## src/design/scfr_pkg.sv

```systemverilog
// shared types and constants for the sync/length/checksum frame receiver
// no dependencies; imported by scfr_step and sum_checksum_frame_receiver
`timescale 1ns / 1ps

package scfr_pkg;

   // input item codes (tuser of the request channel)
   localparam logic [1:0] MODE_BYTE  = 2'd0;
   localparam logic [1:0] MODE_TICK  = 2'd1;
   localparam logic [1:0] MODE_START = 2'd2;

   // result kinds (tuser of the response channel)
   localparam logic KIND_PAYLOAD = 1'b0;
   localparam logic KIND_VERDICT = 1'b1;

   // configuration register indexes
   localparam logic [1:0] CSR_TIMEOUT_TICKS     = 2'd0;
   localparam logic [1:0] CSR_MAX_PAYLOAD_LEN   = 2'd1;
   localparam logic [1:0] CSR_ERRORS_TO_OFFLINE = 2'd2;

   localparam logic [15:0] TIMEOUT_TICKS_RST     = 16'd300;
   localparam logic [7:0]  MAX_PAYLOAD_LEN_RST   = 8'd120;
   localparam logic [7:0]  ERRORS_TO_OFFLINE_RST = 8'd5;

   localparam logic [7:0]  SYNC_BYTE   = 8'hAA;
   localparam logic [8:0]  HDR_LEN     = 9'd6;
   localparam logic [7:0]  FAIL_MAX    = 8'd255;
   localparam logic [15:0] ELAPSED_MAX = 16'hFFFF;

   typedef enum logic [1:0] {
      STATUS_GOOD         = 2'd0,
      STATUS_BAD_LENGTH   = 2'd1,
      STATUS_BAD_CHECKSUM = 2'd2,
      STATUS_TIMEOUT      = 2'd3
   } status_type;

   typedef struct packed {
      logic [15:0] timeout_ticks;
      logic [7:0]  max_payload_len;
      logic [7:0]  errors_to_offline;
   } cfg_type;

   typedef struct packed {
      logic        open;
      logic [8:0]  byte_pos;
      logic [7:0]  running_sum;
      logic [7:0]  saved_command;
      logic [7:0]  saved_item;
      logic [7:0]  saved_length;
      logic [15:0] elapsed;
      logic [7:0]  failures;
      logic        reachable;
   } frame_state_type;

   typedef struct packed {
      logic       kind;
      logic [7:0] payload_byte;
      logic [7:0] payload_pos;
      status_type status;
      logic [7:0] command_code;
      logic [7:0] item_code;
      logic [7:0] length;
      logic [7:0] fail_count;
      logic       online;
   } result_type;

endpackage

```

## src/design/scfr_step.sv

```systemverilog
// next-state and result logic for one input item of the frame receiver
// depends on scfr_pkg
`timescale 1ns / 1ps

module scfr_step
   import scfr_pkg::*;
(
   input  frame_state_type cur,
   input  cfg_type         cfg,
   input  logic [1:0]      mode,
   input  logic [7:0]      rx_byte,
   output frame_state_type nxt,
   output logic            res_valid,
   output result_type      res
);

   logic        do_verdict;
   status_type  vstatus;
   logic        do_payload;
   logic [8:0]  payload_end;
   logic [8:0]  pos_full;
   logic [7:0]  fail_inc;

   assign payload_end = HDR_LEN + {1'b0, cur.saved_length};
   assign pos_full    = cur.byte_pos - HDR_LEN;
   assign fail_inc    = (cur.failures == FAIL_MAX) ? FAIL_MAX : cur.failures + 8'd1;

   always_comb begin
      nxt        = cur;
      do_verdict = 1'b0;
      vstatus    = STATUS_GOOD;
      do_payload = 1'b0;

      unique case (mode)
         MODE_START: begin
            nxt.open          = 1'b1;
            nxt.byte_pos      = '0;
            nxt.running_sum   = '0;
            nxt.elapsed       = '0;
            nxt.saved_command = '0;
            nxt.saved_item    = '0;
            nxt.saved_length  = '0;
         end
         MODE_TICK: begin
            if (cur.open) begin
               if (cur.elapsed >= cfg.timeout_ticks) begin
                  do_verdict = 1'b1;
                  vstatus    = STATUS_TIMEOUT;
               end else if (cur.elapsed != ELAPSED_MAX) begin
                  nxt.elapsed = cur.elapsed + 16'd1;
               end
            end
         end
         MODE_BYTE: begin
            if (cur.open && !(cur.byte_pos == '0 && rx_byte != SYNC_BYTE)) begin
               if (cur.byte_pos < HDR_LEN) begin
                  // header: sync, two unused bytes, command, item, length
                  nxt.running_sum = cur.running_sum + rx_byte;
                  nxt.byte_pos    = cur.byte_pos + 9'd1;
                  if (cur.byte_pos == 9'd3) nxt.saved_command = rx_byte;
                  if (cur.byte_pos == 9'd4) nxt.saved_item    = rx_byte;
                  if (cur.byte_pos == 9'd5) begin
                     nxt.saved_length = rx_byte;
                     if (rx_byte > cfg.max_payload_len) begin
                        do_verdict = 1'b1;
                        vstatus    = STATUS_BAD_LENGTH;
                     end
                  end
               end else if (cur.byte_pos < payload_end) begin
                  nxt.running_sum = cur.running_sum + rx_byte;
                  nxt.byte_pos    = cur.byte_pos + 9'd1;
                  do_payload      = 1'b1;
               end else begin
                  // checksum byte closes the frame
                  do_verdict = 1'b1;
                  vstatus    = ((8'd0 - cur.running_sum) == rx_byte) ?
                               STATUS_GOOD : STATUS_BAD_CHECKSUM;
               end
            end
         end
         default: ;
      endcase

      if (do_verdict) begin
         nxt.open        = 1'b0;
         nxt.byte_pos    = '0;
         nxt.running_sum = '0;
         if (vstatus == STATUS_GOOD) begin
            nxt.failures  = '0;
            nxt.reachable = 1'b1;
         end else begin
            nxt.failures = fail_inc;
            if (fail_inc >= cfg.errors_to_offline) nxt.reachable = 1'b0;
         end
      end
   end

   always_comb begin
      res_valid        = do_verdict | do_payload;
      res.kind         = do_verdict ? KIND_VERDICT : KIND_PAYLOAD;
      res.payload_byte = do_payload ? rx_byte : 8'd0;
      res.payload_pos  = do_payload ? pos_full[7:0] : 8'd0;
      res.status       = do_verdict ? vstatus : STATUS_GOOD;
      res.command_code = nxt.saved_command;
      res.item_code    = nxt.saved_item;
      res.length       = nxt.saved_length;
      res.fail_count   = nxt.failures;
      res.online       = nxt.reachable;
   end

endmodule

```

## src/design/sum_checksum_frame_receiver.sv

```systemverilog
// top level of the sync/length/checksum frame receiver: ports, state and result registers
// depends on scfr_pkg and scfr_step
`timescale 1ns / 1ps

// Receiver for a serial request/response link. A start item (req_tuser 2) opens a
// transaction; received bytes (req_tuser 0) are dropped until the 0xAA sync byte,
// which begins a six byte header (byte 3 command, byte 4 item, byte 5 payload
// length). Each payload byte comes out as a kind 0 item with its position; the byte
// after the payload is checked against zero minus the 8-bit sum of all earlier frame
// bytes and yields a kind 1 verdict item. Tick items (req_tuser 1) time out an open
// transaction, and a length above max_payload_len fails the frame when it arrives.
// Each verdict updates a consecutive-failure count (saturating at 255) and the online
// flag. Each item is handled as it is accepted: the frame state registers are updated at
// the accepting edge and any result is loaded into a single output register, so one
// item per cycle is sustained as long as rsp_tready is high; req_tready drops only
// while that output register holds a result the sink has not taken.
// Configuration writes go straight to the registers and are meant for idle periods.

module sum_checksum_frame_receiver
   import scfr_pkg::*;
(
   input  logic        clock,
   input  logic        reset,

   input  logic        req_tvalid,
   output logic        req_tready,
   input  logic [7:0]  req_tdata,   // [7:0] rx_byte
   input  logic [1:0]  req_tuser,   // [1:0] mode

   output logic        rsp_tvalid,
   input  logic        rsp_tready,
   // [7:0] payload_byte, [15:8] payload_pos, [17:16] status, [25:18] command_code,
   // [33:26] item_code, [41:34] length, [49:42] fail_count, [50] online, rest zero
   output logic [55:0] rsp_tdata,
   output logic        rsp_tuser,   // [0] kind

   input  logic        csr_we,
   input  logic [1:0]  csr_index,
   input  logic [15:0] csr_wdata
);

   cfg_type         cfg_ff;
   frame_state_type state_ff;
   frame_state_type state_in;
   logic            res_valid;
   result_type      res;
   logic            rsp_valid_ff;
   result_type      rsp_ff;
   logic            req_accept;

   // output register is free when empty or being drained this cycle
   assign req_tready = !rsp_valid_ff || rsp_tready;
   assign req_accept = req_tvalid && req_tready;

   scfr_step u_step (
      .cur       (state_ff),
      .cfg       (cfg_ff),
      .mode      (req_tuser),
      .rx_byte   (req_tdata),
      .nxt       (state_in),
      .res_valid (res_valid),
      .res       (res)
   );

   // configuration registers, index beyond the list is dropped
   always_ff @(posedge clock) begin
      if (reset) begin
         cfg_ff.timeout_ticks     <= TIMEOUT_TICKS_RST;
         cfg_ff.max_payload_len   <= MAX_PAYLOAD_LEN_RST;
         cfg_ff.errors_to_offline <= ERRORS_TO_OFFLINE_RST;
      end else if (csr_we) begin
         unique case (csr_index)
            CSR_TIMEOUT_TICKS:     cfg_ff.timeout_ticks     <= csr_wdata;
            CSR_MAX_PAYLOAD_LEN:   cfg_ff.max_payload_len   <= csr_wdata[7:0];
            CSR_ERRORS_TO_OFFLINE: cfg_ff.errors_to_offline <= csr_wdata[7:0];
            default: ;
         endcase
      end
   end

   // frame state advances on every accepted item
   always_ff @(posedge clock) begin
      if (reset) begin
         state_ff <= '0;
      end else if (req_accept) begin
         state_ff <= state_in;
      end
   end

   // result register
   always_ff @(posedge clock) begin
      if (reset) begin
         rsp_valid_ff <= 1'b0;
      end else if (req_accept && res_valid) begin
         rsp_valid_ff <= 1'b1;
      end else if (rsp_tready) begin
         rsp_valid_ff <= 1'b0;
      end
   end

   always_ff @(posedge clock) begin
      if (req_accept && res_valid) begin
         rsp_ff <= res;
      end
   end

   assign rsp_tvalid = rsp_valid_ff;
   assign rsp_tuser  = rsp_ff.kind;
   assign rsp_tdata  = {5'd0, rsp_ff.online, rsp_ff.fail_count, rsp_ff.length,
                        rsp_ff.item_code, rsp_ff.command_code, rsp_ff.status,
                        rsp_ff.payload_pos, rsp_ff.payload_byte};

   // a good verdict always reports a clean count and the partner online
   assert property (@(posedge clock) disable iff (reset)
      (rsp_valid_ff && rsp_ff.kind == KIND_VERDICT && rsp_ff.status == STATUS_GOOD)
      |-> (rsp_ff.fail_count == 8'd0 && rsp_ff.online))
      else $error("good verdict without cleared failure count");

   // payload items never carry a failure status
   assert property (@(posedge clock) disable iff (reset)
      (rsp_valid_ff && rsp_ff.kind == KIND_PAYLOAD) |-> (rsp_ff.status == STATUS_GOOD))
      else $error("payload item with nonzero status");

   // a closed transaction holds no partial frame
   assert property (@(posedge clock) disable iff (reset)
      !state_ff.open |-> (state_ff.byte_pos == 9'd0 && state_ff.running_sum == 8'd0))
      else $error("closed transaction with frame progress");

   // a start always leaves a transaction open with no elapsed ticks
   assert property (@(posedge clock) disable iff (reset)
      (req_accept && req_tuser == MODE_START)
      |=> (state_ff.open && state_ff.elapsed == 16'd0))
      else $error("start did not open a fresh transaction");

endmodule

```

## config.mk

```make
export PLATFORM = sky130hd
export DESIGN_NAME = sum_checksum_frame_receiver
export DESIGN_NICKNAME = d
export VERILOG_FILES = /design/src/design/scfr_pkg.sv /design/src/design/scfr_step.sv /design/src/design/sum_checksum_frame_receiver.sv
export SDC_FILE = /design/constraint.sdc
export NUM_CORES = 1
export LEC_CHECK = 0
export ABC_AREA = 1
export BUFFER_PORTS_ARGS = -buffer_cell sky130_fd_sc_hd__buf_2
export CAP_MARGIN = 20
export CORE_ASPECT_RATIO = 0.7
export CORE_MARGIN = 5
export CORE_UTILIZATION = 25
export DETAILED_ROUTE_END_ITERATION = 7
export PLACE_DENSITY = 0.36
export REMOVE_ABC_BUFFERS = 1
export SLEW_MARGIN = 10
export SYNTH_ARGS = -nofsm -noshare
export SYNTH_HDL_FRONTEND = slang
export SYNTH_HIERARCHICAL = 1
export SYNTH_SLANG_ARGS = --single-unit
```

## constraint.sdc

```tcl
create_clock -name clock -period 15.76 [get_ports clock]
set_input_delay 1.576 -clock clock [delete_from_list [all_inputs] [get_ports clock]]
set_output_delay 1.576 -clock clock [all_outputs]
set_load 0.005 [all_outputs]
```

* Yosys cells after proc, flatten, opt, wreduce, memory -nomap -nowiden
Index checks and enable logic that the tools add are counted.
** Storage, ports and cells
- Output and inout bits :: 59
- Register bits :: 152
** Cells by class
- Bitwise operators :: 1
- Multiplexer cells :: 42
- Add/sub/neg operators :: 7
- Reduce and logical (&&, ||, !) cells :: 21
- Equality and inequality tests :: 16
- $lt $le $gt $ge :: 5
** Operator list (count)
- $pmux 41 s2 :: 1
- $mux 16 :: 3
- $mux 41 :: 1
- $mux 17 :: 2
- $mux 8 :: 4
- $pmux 16 s2 :: 1
- $mux 24 :: 1
- $eq 9x3->1 const B :: 2
- $mux 1 :: 18
- $mux 18 :: 1
- $mux 9 :: 2
- $add 16x1->16 const B :: 1
- $ge 16x16->1 :: 1
- $ne 16x16->1 const B :: 1
- $mux 2 :: 6
- $add 3x8->9 const A :: 1
- $add 9x1->9 const B :: 1
- $eq 9x2->1 const B :: 1
- $logic_not 9->1 :: 1
- $lt 9x3->1 const B :: 1
- $lt 9x9->1 :: 1
- $add 8x1->8 const B :: 1
- $add 8x8->8 :: 1
- $eq 8x8->1 :: 1
- 24 further kinds :: 38

* Logic depth before layout (Yosys ltp)
- Depth in word-level cells :: 10
- Gate-level depth with buffers :: 21

* Cells and area by module
Netlist, hierarchy kept.
** Modules (own cells, without submodules)
- sum_checksum_frame_receiver :: times used 1, cells each 698, area an instance 5987.0 um2
- scfr_step :: times used 1, cells each 885, area an instance 4727.0 um2

* Worst setup path before layout
No wires, ideal clock.
- Path kind :: input-to-reg
- Start :: in req_tuser[0]
- End :: reg rsp_ff (netlist bit rsp_tdata[0]), enable pin
- Path buffers :: 3
- Arrival :: 5007 ps
- Setup time :: 462 ps
- Path slack :: 10291 ps
- Cell stages on the path :: 12
- Required time :: 15298 ps
- Cells stage by stage :: inv_1 -> ha_1 -> clkbuf_1 -> inv_1 -> nor2_4 -> inv_2 -> or2_1 -> buf_6 -> buf_12 -> nand2_1 -> inv_1 -> nor2_1
** On the way
- Longest elaborated chain between the ends :: 4
** Ends and longest elaborated chain
- start, declared :: RTL line sum_checksum_frame_receiver.sv:28 : input logic [1:0] req_tuser,
- $eq 2x1->1 / $logic_not 2->1 (equally long branches) :: RTL line scfr_step.sv:34 : unique case (mode)
- $pmux 1 s2 / $mux 1 (equally long branches) :: RTL line scfr_step.sv:34
- $or 1x1->1 * :: RTL line scfr_step.sv:99 : res_valid = do_verdict | do_payload;
- net res_valid :: RTL line sum_checksum_frame_receiver.sv:45 : logic res_valid;
- $logic_and 1x1->1 * :: RTL line sum_checksum_frame_receiver.sv:102 : if (req_accept && res_valid) begin
- end signal, assigned :: RTL line sum_checksum_frame_receiver.sv:103 : rsp_ff <= res;
- end, declared :: RTL line sum_checksum_frame_receiver.sv:48 : result_type rsp_ff;
Mark *: on every way through the listed nets, which the timed path passes. The rest lies on a longest branch.
A chain may end at the register's enable or synchronous reset.

* Worst setup path after layout
- Start :: in req_tuser[0]
- End :: reg rsp_ff (netlist bit rsp_tdata[22]), enable pin
Same word-level chain as after synthesis.

==> impl_metrics.csv <==
group,metric,value,unit
timing,fmax,219.5,MHz
route,vias_per_cell,4.469,
global_route,grt.total_usage,0.1436,
clock_tree,numCtsBuffers,17,
setup_path,critPathLaunchType,"input pin",
route,dr.pass1.iters,5,
die,coreArea,42330,µm²
global_route,grt_max_degree,76,
die,die-area,47160,µm²
finish,drive_gt1_frac,0.1146,
clock_tree,cts-root-buf,"clkbuf_16",
synthesis,seq_area_frac_synth,0.3326,
clock_tree,cts_buffer_depth,2,
synthesis,ys.warnings.count,6,
timing,hold_violations,0,
finish,diodes,0,
synthesis,syn-cell-area,10710,µm²
timing,fin_crit,4556,ps
timing,fin_tns_setup,0,ps
global_route,grt_pass1_vias,9310,
global_route,antenna_found_initial,0,
timing,slew_violations,0,
setup_path,cp.arrival,4630,ps
clock_tree,htreeDepth,4,
synthesis,synth_edf_count,52,
min_path,hp-class,"reg2reg",
die,start_util,0.2531,
finish,finalNonFillerCells,2158,
placement,place.gp.congestion,0.8151,
die,die_x,257.4,µm
finish,area_growth,10.49,%
setup_path,path_delay_family,"buffers and inverters",
route,drc_errors,0,
finish,layout.nets,1685,
route,wire_per_inst,15.65,µm
route,via_count,9645,
clock_tree,cts_setup_buffers,0,
synthesis,synth_cell_types,45,
die,chipHeight,183.2,µm
timing,rsz0062_at_grt,"no",
placement,dp.cells,2126,
timing,finalSetupViolCount,0,
clock_tree,clkLatencyLatePin,450,ps
timing,skew,12.27,ps
setup_path,max_stage_delay,570,ps
route,routed_wl,33.78,mm
run,cap_violations,0,
synthesis,ys_ff_latch,152,
pwr,powerDensity,91.80,nW/µm²
clock_tree,cts_tree,"yes",
placement,port_buffers,86,
clock_tree,clkSlewWorstSetupHoldPaths,80,ps
clock_tree,cts_resized,0,
setup_path,crit_fanout,39,
setup_path,worstPathRequired,15840,ps
timing,maxSlewHeadroom,0.4070,
synthesis,synthTopCellsByArea,"dfxtp_1 (19%), edfxtp_1 (15%), nand2_1 (13%)",
synthesis,synth_top_area_share,0.1869,
synthesis,async_flop_share,0,
synthesis,syn_inst,1583,
setup_path,crit_buf_inv,7,
placement,hpwl,24.22,mm
clock_tree,ctsHoldBuffers,0,
global_route,grt_overflow_total,0,
die,num_rows,63,
outcome,outcome,"completed",
pwr,p_leak,0.005425,µW
route,initialDrtViolationCount,619,
finish,fin_util,0.2797,
global_route,grt_pass1_wl,53.97,mm
synthesis,synth_area_leader_cell,"dfxtp_1",
route,ant_nets,0,
clock_tree,cts.sinks,152,
setup_path,cp-end-kind,"flip-flop",
setup_path,crit_slowest_cell,"buf_4",
die,ios,92,
timing,worst_pin_slew,889.5,ps
synthesis,avgSynthCellArea,6.768,µm²
timing,fin_crit_sh,0.2891,
setup_path,path_cells,"buf_2 > inv_1 > ha_1 > buf_4 > inv_1 > nor2_4 > nand3_2 > nand2_2 > inv_2 > nand2_1 > inv_1 > nor2_4 > buf_4",
setup_path,critical_path_class,"in2reg",
pwr,ir_drop,67.33,µV
setup_path,crit_path_frequent_cell,"inv_1",
synthesis,ys.flop_type,"dfxtp_1",
[worst reg2reg max path: cells and delay by family, from the launching register on]
| family | cells | cell delay [ps] |
|---|---|---|
| compound gates | 1 | 130 |
| flops | 1 | 390 |
| xor+xnor | 1 | 110 |
| simple gates | 10 | 1690 |
| fa+ha+maj | 2 | 510 |
| buf+inv | 4 | 960 |
[registers in the layout, indices dropped and copies added, names as in the netlist]
| signal | flops |
|---|---|
| cfg_ff | 32 |
| rsp_tdata | 51 |
| rsp_tuser | 1 |
| rsp_tvalid | 1 |
| state_ff | 67 |
[synth_stat cells (5+ instances only)]
library cell / number
xnor2_1: 6
edfxtp_1: 52
xor2_1: 19
nand3_1: 139
a21oi_1: 127
nor2_1: 191
dfxtp_1: 100
clkbuf_1: 21
nand2_1: 371
nor2_4: 12
inv_1: 224
ha_1: 58
o22ai_1: 9
nor3_1: 10
inv_2: 14
a22oi_1: 5
nand4_1: 24
buf_4: 45
a21oi_2: 7
nand2_2: 5
o21a_1: 5
o21ai_1: 14
buf_2: 32
buf_6: 8
o21ai_0: 49
[power by group]
group | internal, µW | leakage, µW | switching (µW)
Sequential | 425 | 0.00128 | 22.5
Combinational | 73.7 | 0.00385 | 139
Clock | 235 | 0.000292 | 191
Total | 734 | 0.00542 | 353
[cell families (layout without fill, tap and decap cells)]
group           count (synthesis)  count (layout)  share of synthesized area
xor+xnor                       25              25                    0.02044
compound gates                229             229                     0.1156
flops                         152             152                     0.3326
simple gates                  772             772                     0.3139
fa+ha+maj                      59              59                    0.06960
other cells                     1               5                  0.0003500
buf+inv                       345             364                     0.1475
[layout by cell type (no fill, tap or decap), types with 14 or more instances in the layout]
master       n
inv_1      224
nand2_1    370
o21ai_0     49
ha_1        58
o21ai_1     14
a21oi_1    127
buf_2       85
clkbuf_16   18
dfxtp_1    100
nand4_1     24
xor2_1      19
nand3_1    139
edfxtp_1    52
nor2_1     189
[per-stage QoR]
| stage | area [µm²] | total power [µW] | hold slack (ps) | worst slack, ps |
|---|---|---|---|---|
| after global placement | 11240 | 671.1 | 446.7 | 10820 |
| final | 11840 | 1087 | 465.5 | 11200 |
| after detailed placement | 11240 | 670.8 | 446.0 | 10700 |
| after floorplan | 10040 | 598.9 | 428.9 | 9256 |
| after global routing | 11840 | 1158 | 486.5 | 10950 |
| after CTS | 11840 | 1109 | 466.8 | 11150 |
[path summary, 6_finish.rpt]
kind	from	to	slack, ps	cells past startpoint
worst max-delay path	req_tuser[0]	rsp_tdata[22]	11200	13
worst min-delay path	cfg_ff[21]	cfg_ff[21]	470	2
worst max register to register	state_ff[26]	rsp_tdata[22]	11560	18
worst min register to register	cfg_ff[21]	cfg_ff[21]	470	2
[layer usage]
metal  vias to the layer above  part of all wire  wire, µm  track usage
met1                      4426              0.54     18170       0.2149
li1                       5039                 -         -            -
met3                        19             0.037      1240      0.02808
met5                         -                 0         0            0
met4                         0             0.012       401      0.03394
met2                       161              0.41     13970       0.2129
[area by class of cell]
class / count / area (µm²)
clock buffers: 19 / 464.2
clock inverters: 13 / 128.9
fillers: 4728 / 30490
inverters: 238 / 894.6
multi-input cells: 1090 / 5603
flip-flops and latches: 152 / 3563
well taps: 552 / 690.7
repair buffers: 94 / 493.0
(Power assumes the default switching activity.)
